`src/fpba_pkg.sv`:
```
package fpba_pkg;

  // Fixed field widths of the request and response words
  localparam int unsigned ModeW  = 2;
  localparam int unsigned BytesW = 20;
  localparam int unsigned StyleW = 2;
  localparam int unsigned AddrW  = 12;
  localparam int unsigned StatW  = 3;

  // Allocate sizing: granules = (bytes + 7) / 8 + 1 needs 18 bits
  localparam int unsigned NeedW      = BytesW - 2;
  localparam int unsigned GranBytes  = 8;
  localparam int unsigned GranShift  = 3;

  localparam int unsigned DefCapacityGranules = 4096;
  localparam int unsigned DefPageBytes        = 4096;

  typedef enum logic [ModeW-1:0] {
    MODE_INIT  = 2'd0,
    MODE_ALLOC = 2'd1,
    MODE_FREE  = 2'd2
  } mode_e;

  typedef enum logic [StyleW-1:0] {
    FIT_FIRST = 2'd0,
    FIT_BEST  = 2'd1,
    FIT_WORST = 2'd2
  } fit_e;

  typedef enum logic [StatW-1:0] {
    ST_OK       = 3'd0,
    ST_BAD_ARGS = 3'd1,
    ST_NO_SPACE = 3'd2,
    ST_BAD_PTR  = 3'd3,
    ST_NO_INIT  = 3'd4
  } status_e;

  typedef struct packed {
    logic [AddrW-1:0]  block_address;
    logic [StyleW-1:0] fit_style;
    logic [BytesW-1:0] request_bytes;
    logic [ModeW-1:0]  mode;
  } req_t;

  typedef struct packed {
    logic [AddrW-1:0] granted_address;
    logic [StatW-1:0] status;
  } res_t;

endpackage

```
`src/fpba_ctrl.sv`:
```
module fpba_ctrl #(
  parameter int unsigned CapacityGranules = fpba_pkg::DefCapacityGranules,
  parameter int unsigned PageBytes        = fpba_pkg::DefPageBytes,
  localparam int unsigned AW = $clog2(CapacityGranules),
  localparam int unsigned SW = AW + 1,
  localparam int unsigned HW = SW + 1
) (
  input  logic           clk_i,
  input  logic           rst_ni,
  input  logic           req_valid_i,
  input  fpba_pkg::req_t req_i,
  output logic           req_ready_o,
  output logic           res_valid_o,
  output fpba_pkg::res_t res_o,
  input  logic           res_take_i,
  output logic           we_o,
  output logic [AW-1:0]  waddr_o,
  output logic [HW-1:0]  wdata_o,
  output logic           re_o,
  output logic [AW-1:0]  raddr_o,
  input  logic [HW-1:0]  rdata_i
);
  import fpba_pkg::*;

  localparam int unsigned PageShift = $clog2(PageBytes);
  localparam int unsigned PageGranShift = PageShift - GranShift;
  localparam int unsigned MaxPages = CapacityGranules * GranBytes / PageBytes;
  localparam int unsigned PagesW = BytesW + 1;

  typedef enum logic [3:0] {
    S_IDLE, S_AL_WALK, S_AL_SPLIT, S_AL_MARK,
    S_FR_WALK, S_FR_NEXT, S_FR_WT, S_FR_WP, S_DONE
  } state_e;

  state_e             state_q, state_d;
  logic [NeedW-1:0]   need_q, need_d;
  logic [StyleW-1:0]  style_q, style_d;
  logic [AddrW-1:0]   target_q, target_d;
  logic [SW-1:0]      g_q, g_d;
  logic [AW-1:0]      win_q, win_d;
  logic [SW-1:0]      wsz_q, wsz_d;
  logic               found_q, found_d;
  logic [AW-1:0]      prev_q, prev_d;
  logic [SW-1:0]      psz_q, psz_d;
  logic               pfree_q, pfree_d;
  logic               hprev_q, hprev_d;
  logic [SW-1:0]      tsz_q, tsz_d;
  logic               init_q, init_d;
  logic [SW-1:0]      end_q, end_d;
  logic [StatW-1:0]   status_q, status_d;
  logic [AddrW-1:0]   grant_q, grant_d;

  logic               cur_free;
  logic [SW-1:0]      cur_sz;
  logic [SW-1:0]      nxt;
  logic               fit;
  logic               better;
  logic [PagesW-1:0]  pages;
  logic [SW-1:0]      gran;
  logic [NeedW-1:0]   need_new;

  function automatic logic [SW-1:0] walk_next(logic [SW-1:0] g, logic [SW-1:0] sz,
                                              logic [SW-1:0] e);
    logic [SW-1:0] r;
    if (sz == '0 || sz > e - g) begin
      r = e;
    end else begin
      r = g + sz;
    end
    return r;
  endfunction

  assign cur_free = rdata_i[HW-1];
  assign cur_sz   = rdata_i[SW-1:0];
  assign nxt      = walk_next(g_q, cur_sz, end_q);
  assign fit      = cur_free && (32'(cur_sz) >= 32'(need_q));
  assign better   = !found_q ||
                    (style_q == FIT_BEST  && cur_sz < wsz_q) ||
                    (style_q == FIT_WORST && cur_sz > wsz_q);

  assign pages    = PagesW'((PagesW'(req_i.request_bytes) + PagesW'(7)) >> PageShift)
                    + PagesW'(1);
  assign gran     = SW'(pages << PageGranShift);
  assign need_new = NeedW'((PagesW'(req_i.request_bytes) + PagesW'(7)) >> GranShift)
                    + NeedW'(1);

  assign req_ready_o = (state_q == S_IDLE);
  assign res_valid_o = (state_q == S_DONE);
  assign res_o.status = status_q;
  assign res_o.granted_address = grant_q;

  always_comb begin
    state_d  = state_q;
    need_d   = need_q;
    style_d  = style_q;
    target_d = target_q;
    g_d      = g_q;
    win_d    = win_q;
    wsz_d    = wsz_q;
    found_d  = found_q;
    prev_d   = prev_q;
    psz_d    = psz_q;
    pfree_d  = pfree_q;
    hprev_d  = hprev_q;
    tsz_d    = tsz_q;
    init_d   = init_q;
    end_d    = end_q;
    status_d = status_q;
    grant_d  = grant_q;
    we_o     = 1'b0;
    waddr_o  = '0;
    wdata_o  = '0;
    re_o     = 1'b0;
    raddr_o  = '0;

    unique case (state_q)
      S_IDLE: begin
        if (req_valid_i) begin
          need_d   = need_new;
          style_d  = req_i.fit_style;
          target_d = req_i.block_address - AddrW'(1);
          g_d      = '0;
          found_d  = 1'b0;
          hprev_d  = 1'b0;
          grant_d  = '0;
          state_d  = S_DONE;
          case (req_i.mode)
            MODE_INIT: begin
              if (init_q || req_i.request_bytes == '0 || 32'(pages) > MaxPages) begin
                status_d = ST_BAD_ARGS;
              end else begin
                we_o     = 1'b1;
                wdata_o  = {1'b1, gran};
                end_d    = gran;
                init_d   = 1'b1;
                status_d = ST_OK;
              end
            end
            MODE_ALLOC: begin
              if (!init_q) begin
                status_d = ST_NO_INIT;
              end else if (req_i.fit_style != FIT_FIRST && req_i.fit_style != FIT_BEST &&
                           req_i.fit_style != FIT_WORST) begin
                status_d = ST_NO_SPACE;
              end else begin
                re_o    = 1'b1;
                state_d = S_AL_WALK;
              end
            end
            MODE_FREE: begin
              if (!init_q) begin
                status_d = ST_NO_INIT;
              end else if (req_i.block_address == '0) begin
                status_d = ST_BAD_PTR;
              end else begin
                re_o    = 1'b1;
                state_d = S_FR_WALK;
              end
            end
            default: status_d = ST_BAD_ARGS;
          endcase
        end
      end
      S_AL_WALK: begin
        if (fit && style_q == FIT_FIRST) begin
          win_d   = g_q[AW-1:0];
          wsz_d   = cur_sz;
          state_d = S_AL_SPLIT;
        end else begin
          if (fit && better) begin
            win_d   = g_q[AW-1:0];
            wsz_d   = cur_sz;
            found_d = 1'b1;
          end
          g_d = nxt;
          if (nxt < end_q) begin
            re_o    = 1'b1;
            raddr_o = nxt[AW-1:0];
          end else if (found_d) begin
            state_d = S_AL_SPLIT;
          end else begin
            status_d = ST_NO_SPACE;
            state_d  = S_DONE;
          end
        end
      end
      S_AL_SPLIT: begin
        // if the winner is larger than needed, carve its tail off as a new free block
        if (32'(wsz_q) > 32'(need_q)) begin
          we_o    = 1'b1;
          waddr_o = AW'(32'(win_q) + 32'(need_q));
          wdata_o = {1'b1, SW'(32'(wsz_q) - 32'(need_q))};
        end
        state_d = S_AL_MARK;
      end
      S_AL_MARK: begin
        we_o     = 1'b1;
        waddr_o  = win_q;
        wdata_o  = {1'b0, SW'(need_q)};
        status_d = ST_OK;
        grant_d  = AddrW'({1'b0, win_q} + SW'(1));
        state_d  = S_DONE;
      end
      S_FR_WALK: begin
        if (32'(g_q) == 32'(target_q)) begin
          if (cur_free || cur_sz == '0) begin
            status_d = ST_BAD_PTR;
            state_d  = S_DONE;
          end else begin
            tsz_d = cur_sz;
            if (nxt < end_q) begin
              re_o    = 1'b1;
              raddr_o = nxt[AW-1:0];
              state_d = S_FR_NEXT;
            end else begin
              state_d = S_FR_WT;
            end
          end
        end else if (32'(g_q) > 32'(target_q)) begin
          status_d = ST_BAD_PTR;
          state_d  = S_DONE;
        end else begin
          prev_d  = g_q[AW-1:0];
          psz_d   = cur_sz;
          pfree_d = cur_free;
          hprev_d = 1'b1;
          g_d     = nxt;
          if (nxt < end_q) begin
            re_o    = 1'b1;
            raddr_o = nxt[AW-1:0];
          end else begin
            status_d = ST_BAD_PTR;
            state_d  = S_DONE;
          end
        end
      end
      S_FR_NEXT: begin
        if (cur_free) begin
          tsz_d = tsz_q + cur_sz;
        end
        state_d = S_FR_WT;
      end
      S_FR_WT: begin
        we_o    = 1'b1;
        waddr_o = AW'(target_q);
        wdata_o = {1'b1, tsz_q};
        if (hprev_q && pfree_q) begin
          state_d = S_FR_WP;
        end else begin
          status_d = ST_OK;
          state_d  = S_DONE;
        end
      end
      S_FR_WP: begin
        we_o     = 1'b1;
        waddr_o  = prev_q;
        wdata_o  = {1'b1, psz_q + tsz_q};
        status_d = ST_OK;
        state_d  = S_DONE;
      end
      S_DONE: begin
        if (res_take_i) begin
          state_d = S_IDLE;
        end
      end
      default: state_d = S_IDLE;
    endcase
  end

  always_ff @(posedge clk_i or negedge rst_ni) begin
    if (!rst_ni) begin
      state_q <= S_IDLE;
      init_q  <= 1'b0;
      end_q   <= '0;
    end else begin
      state_q <= state_d;
      init_q  <= init_d;
      end_q   <= end_d;
    end
  end

  always_ff @(posedge clk_i) begin
    need_q   <= need_d;
    style_q  <= style_d;
    target_q <= target_d;
    g_q      <= g_d;
    win_q    <= win_d;
    wsz_q    <= wsz_d;
    found_q  <= found_d;
    prev_q   <= prev_d;
    psz_q    <= psz_d;
    pfree_q  <= pfree_d;
    hprev_q  <= hprev_d;
    tsz_q    <= tsz_d;
    status_q <= status_d;
    grant_q  <= grant_d;
  end

endmodule

```
`config.mk`:
```
export PLATFORM = sky130hd
export DESIGN_NAME = fpba_ctrl
export DESIGN_NICKNAME = d
export VERILOG_FILES = /design/src/fpba_pkg.sv /design/src/fpba_ctrl.sv
export SDC_FILE = /design/constraint.sdc
export NUM_CORES = 1
export LEC_CHECK = 0
export BUFFER_PORTS_ARGS = -buffer_cell sky130_fd_sc_hd__buf_4
export CAP_MARGIN = 40
export CELL_PAD_IN_SITES_DETAIL_PLACEMENT = 0
export CELL_PAD_IN_SITES_GLOBAL_PLACEMENT = 1
export CORE_MARGIN = 5
export CORE_UTILIZATION = 35
export DETAILED_ROUTE_END_ITERATION = 8
export PLACE_DENSITY = 0.74
export SLEW_MARGIN = 5
export SYNTH_ARGS = -nofsm -noshare
export SYNTH_HDL_FRONTEND = slang
export SYNTH_SLANG_ARGS = --single-unit
```
`constraint.sdc`:
```
create_clock -name clk_i -period 16.2 [get_ports clk_i]
set_input_delay 4.05 -clock clk_i [delete_from_list [all_inputs] [get_ports clk_i]]
set_output_delay 4.05 -clock clk_i [all_outputs]
set_load 0.005 [all_outputs]
```
# --- After elaboration in Yosys (flattened, before gate mapping) ---
# Index checks and enable logic that the tools add are counted.
# Widths: inputs -> output; s select.
totals:
  regBits: 135
  inputBits: 54
op_classes:
  n_addsub: 11
  magnitude_cmp: 8
  eq_ne: 31
  mux: 88
  bitwise_logic: 3
  reduce_logical: 42
ops:
  columns: ["operator", "count"]
  rows:
  - ["$mux 13", 10]
  - ["$mux 12", 9]
  - ["$pmux 14 s5", 1]
  - ["$mux 14", 4]
  - ["$mux 4", 14]
  - ["$pmux 12 s2", 2]
  - ["$pmux 12 s4", 1]
  - ["$add 13x13->13", 3]
  - ["$mux 3", 13]
  - ["$pmux 13 s3", 1]
  - ["$pmux 4 s8", 1]
  - ["$gt 13x13->1", 2]
  - ["$lt 13x13->1", 2]
  - ["$pmux 13 s2", 1]
  - ["$sub 13x13->13", 2]
  - ["$mux 1", 22]
  - ["$ne 2x2->1 const B", 11]
  - ["$add 20x3->21 const B", 1]
  - ["$logic_not 20->1", 1]
  - ["$add 18x1->18 const B", 1]
  - ["$ge 13x18->1", 1]
  - ["$gt 13x18->1", 1]
  - ["$eq 4x3->1 const B", 4]
  - ["$reduce_and 4->1", 4]
  - ["38 further kinds", 71]

# --- Longest topological paths before layout ---
logic_depth:
  ltp_word: 12
  depth_mapped: 22
  ltp_nobuf: 21

# --- Least setup slack after synthesis ---
# No wires, ideal clock.
synth_path:
  path_type: "input-to-output"
  from: "in rdata_i[0]"
  to: "out raddr_o[9]"
  t_arrival_ps: 7243
  required_ps: 12150
  setup_slack_ps: 4907
  path_stages: 17
  n_path_buf: 1
  cell_sequence: "ha_1 > fa_1 > a21o_1 > a211oi_1 > nor2_1 > o311a_1 > o41ai_1 > xnor2_1 > mux2i_1 > inv_1 > ha_1 > a21o_1 > a21oi_1 > o21ai_1 > a21o_1 > buf_2 > nor3_1"
synth_via:
  elab_chain_len: 8
  word_cells_on_any_way: 16
  cone_classes: "1 x add/sub; 3 x order compare; 7 x mux; 5 x reduce/logical"
synth_lines:
  columns: ["item", "line", "text"]
  rows:
  - ["start, declared", "fpba_ctrl.sv:21", "input logic [HW-1:0] rdata_i"]
  - ["$gt 13x13->1 / $logic_not 13->1 (equally long branches)", "fpba_ctrl.sv:65", "if (sz == '0 || sz > e - g) begin"]
  - ["$logic_or 1x1->1", "fpba_ctrl.sv:65", null]
  - ["$mux 13 (*)", "fpba_ctrl.sv:65", null]
  - ["net nxt[10]", "fpba_ctrl.sv:55", "logic [SW-1:0] nxt;"]
  - ["$lt 13x13->1 (*)", "fpba_ctrl.sv:176, fpba_ctrl.sv:211, fpba_ctrl.sv:228", null]
  - ["$mux 12 (*)", "fpba_ctrl.sv:176, fpba_ctrl.sv:211, fpba_ctrl.sv:228", null]
  - ["$mux 12 (on tied branches)", "fpba_ctrl.sv:219, fpba_ctrl.sv:206", null]
  - ["$mux 12", "fpba_ctrl.sv:205", "if (32'(g_q) == 32'(target_q)) begin"]
  - ["$pmux 12 s2 (*)", "fpba_ctrl.sv:116", "unique case (state_q)"]
  - ["end, declared", "fpba_ctrl.sv:20", "output logic [AW-1:0] raddr_o,"]
# Mark *: on every way through the listed nets, which the timed path passes. The rest lies on a longest branch.

# --- Worst setup path in the final report ---
layout_path:
  from: "in rdata_i[0]"
  to: "out re_o"
layout_via:
  elab_chain_len: 8
  word_cells_on_any_way: 16
  cone_classes: "1 x add/sub; 3 x order compare; 7 x mux; 5 x reduce/logical"
layout_lines:
  columns: ["item", "line", "text"]
  rows:
  - ["$gt 13x13->1 / $logic_not 13->1 (equally long branches)", "fpba_ctrl.sv:65", null]
  - ["$logic_or 1x1->1", "fpba_ctrl.sv:65", null]
  - ["$mux 13 (*)", "fpba_ctrl.sv:65", null]
  - ["net nxt[10]", "fpba_ctrl.sv:55", null]
  - ["$lt 13x13->1 (*)", "fpba_ctrl.sv:176, fpba_ctrl.sv:211, fpba_ctrl.sv:228", null]
  - ["$mux 1 (*)", "fpba_ctrl.sv:176, fpba_ctrl.sv:211, fpba_ctrl.sv:228", null]
  - ["$mux 1 (on tied branches)", "fpba_ctrl.sv:219, fpba_ctrl.sv:206", null]
  - ["$mux 1", "fpba_ctrl.sv:205", null]
  - ["$pmux 1 s3 (*)", "fpba_ctrl.sv:116", null]
  - ["end, declared", "fpba_ctrl.sv:19", "output logic re_o,"]
# Marks and branches as above.

==> results.toml <==
[synth]
async_flop_share_pct = 6.67
synth_flop_cell = "edfxtp_1"
syn_inst = 1144
synth.most_common_cell = "ha_1"
seq_area_frac_synth_pct = 36.1
synth_fa_ha_area_share_pct = 15.3
synth_top_family_by_area = "simple AND/OR/NAND/NOR gates"
ys_warn_count = 0
synth_area_leaders = "edfxtp_1, ha_1, xnor2_1"
syn_nets = 1330
synth_top_area_cell = "edfxtp_1"
syn_area_sq_um = 11100
synth_mux_area_share_pct = 2.08
synth_top_area_share_pct = 34.1
synth.distinct_cells = 79
synth_area_per_cell_sq_um = 9.71
yosys.area_share.simple_pct = 17.2
synth_enable_flop_cells = 126
synth_compound_area_share_pct = 16.5
synthXorXnorAreaFrac_pct = 8.35
ys_ff_latch = 135
synth_common_cells = "ha_1, edfxtp_1, nand2_1, inv_1, nor2_1"

[routing]
drc = 0
vias_per_cell = 5.50
ant_nets = 0
routedWlPerCell_um = 20.0
drt-initial-drc-count = 683
vias = 9214
drtPass1Iterations = 6
drt-total-wl_mm = 33.6

[worst_setup_path]
crit_fanout = 13
cp.arrival_ns = 8.02
rr_worst_depth = 19
slowest_delay_ns = 0.44
worstPathRequired_ns = 12.15
cp-end-kind = "output port"
worstSetupPathType = "in2out"
crit_path_cell_trace = "buf_4 > ha_1 > fa_1 > a21o_1 > a211oi_1 > nor2_1 > o311a_1 > o41ai_1 > xnor2_1 > mux2i_1 > inv_1 > ha_1 > nand3_1 > o21ai_1 > a21o_1 > o21ai_0 > buf_4"
slowest_stage = "a21o_1"
cp-start-kind = "input pin"

[finish]
nFillCells = 3055
finalNetCount = 1446
area_growth_pct = 16.1
n_antenna_cell = 0
finish.utilization_pct = 41.0
drive_above_1_share_pct = 14.4

[outcome]
status = "complete, no violations"

[die]
fp-row-count = 65
die-area_sq_um = 35400
start_util_pct = 35.3
die_h_um = 188
core_region_area_sq_um = 31500
fp.dieW_um = 188
ioPinCount = 111

[sta]
worst_slack_ns = 4.13
slew_headroom_pct = 40.8
worst_pin_slew_ns = 0.885
finalSetupViolCount = 0
fin_crit_ns = 12.07
hold_violations = 0
rsz0062_at_grt = "false"
final_max_slew_viol_count = 0
fmax_mhz = 82.9
post-route-period-util_pct = 74.5
whs_ns = 0.607
setup_tns_ns = 0
fin_worst_skew_ns = 0.0149

[cts]
cts.root.buffer_cell = "clkbuf_16"
clkLatencyLatePin_ns = 0.43
clock_sinks = 135
tritoncts = "yes"
cts_buffers = 17
cts.path.max_buffers = 2
post_cts_buffers = 0
cts-resized-gates = 0
clk_pin_slew_worst_paths_ns = 0.06
holdBufCountCts = 0
htree_num_levels = 4

[place]
place.gp.congestion = 0.898
portBuffers = 110
dpl.hpwl_mm = 26.8
dpl_worst_slack_ns = 4.19

[pwr]
total_power_mw = 1.28
p_per_area_nw_per_um2 = 99.0
p_leak_nw = 5.37
peakVddDrop_mv = 0.0784

[flow_run]
maxCapViolCount = 0

[global_routing]
grt_pass1_wl_mm = 51.5
antenna_found_initial = 0
grt_pass1_vias = 9064
grt-ovfl-total = 0
grt.total_usage_pct = 18.6
grt_max_degree = 35

[hold_path]
whs_path_depth = 0
hp-class = "reg2reg"
## layout make-up
| type | count | area, sq um | share of cell area (%) |
|---|---|---|---|
| timing repair buffer | 121 | 932 | 7.22 |
| tap | 402 | 503 | 3.90 |
| clock buffer | 18 | 429 | 3.33 |
| sequential | 135 | 4010 | 31.1 |
| clock inverter | 14 | 101 | 0.785 |
| multi-input combinational | 902 | 6620 | 51.3 |
| inverter | 83 | 312 | 2.41 |
## critical path, delay by kind of cell
| family | cells | cell delay, ns |
|---|---|---|
| buf+inv | 3 | 0.38 |
| xor+xnor | 1 | 0.11 |
| mux | 1 | 0.29 |
| compound gates | 7 | 2.09 |
| fa+ha+maj | 3 | 0.92 |
| simple gates | 2 | 0.16 |
## layer usage
layer / vias to the layer above / wire length, um / GRT usage (%)
li1: 4493 / - / -
met1: 4403 / 15500 / 25.6
met2: 269 / 15100 / 29.2
met3: 49 / 1890 / 3.35
met4: 0 / 1100 / 6.92
met5: - / 0 / 0
## sequential cells by signal (all words and copies together), names as in the netlist, 4 cells and up
signal,count
need_q,18
target_q,12
win_q,12
g_q,13
psz_q,13
grant_q,12
prev_q,12
tsz_q,13
end_q,4
state_q,4
wsz_q,13
## cell usage in the layout (no fill, tap or decap), types with 5 or more instances in the layout
master,instances
nand2_1,90
dfrtp_1,9
a222oi_1,5
inv_1,83
o21ai_0,59
fa_1,5
or3_1,5
o21bai_1,11
xnor2_1,67
buf_4,119
a21boi_0,5
nor2_1,82
ha_1,127
a31oi_1,9
a21oi_1,55
nor4_1,20
clkbuf_16,17
o221ai_1,13
nand2b_1,14
o21a_1,7
edfxtp_1,126
nand4_1,19
mux2i_1,22
o211ai_1,7
a22oi_1,7
a221o_1,5
o31ai_1,7
and2_1,15
nand3_1,35
or2_2,9
nor3_1,22
xor2_1,39
o41ai_1,5
a21o_1,29
and3_1,11
nor2b_1,19
a211oi_1,7
## cells by family after synthesis
kind of cell / Yosys count
and+or+nand+nor: 371
xor gates and xnor gates: 106
adders and majority gates: 133
DFF: 135
AOI/OAI and AO/OA: 269
buffers and inverters: 107
muxes: 23
## worst paths after layout
check | from | to | slack, ns
worst max-delay path | rdata_i[0] | re_o | 4.13
worst min-delay path | g_q[0] | prev_q[0] | 0.61
worst max register to register | g_q[2] | status_q[0] | 10.57
worst min register to register | g_q[0] | prev_q[0] | 0.61
max in group asynchronous | rst_ni | end_q[9] | 12.60
min in group asynchronous | rst_ni | state_q[3] | 3.44
## metrics by stage
stage | area [sq um] | cells
finish | 12900 | 1675
global route | 12900 | 1675
floorplan | 11100 | 1144
global placement | 12300 | 1640
detailed placement | 12400 | 1643
CTS | 12900 | 1675
## power by group
group / internal, mW / total, mW / switching (mW)
sequential: 0.438 / 0.491 / 0.0529
clock: 0.196 / 0.355 / 0.159
combinational: 0.183 / 0.432 / 0.249
Power figures use the tool's default switching activity.
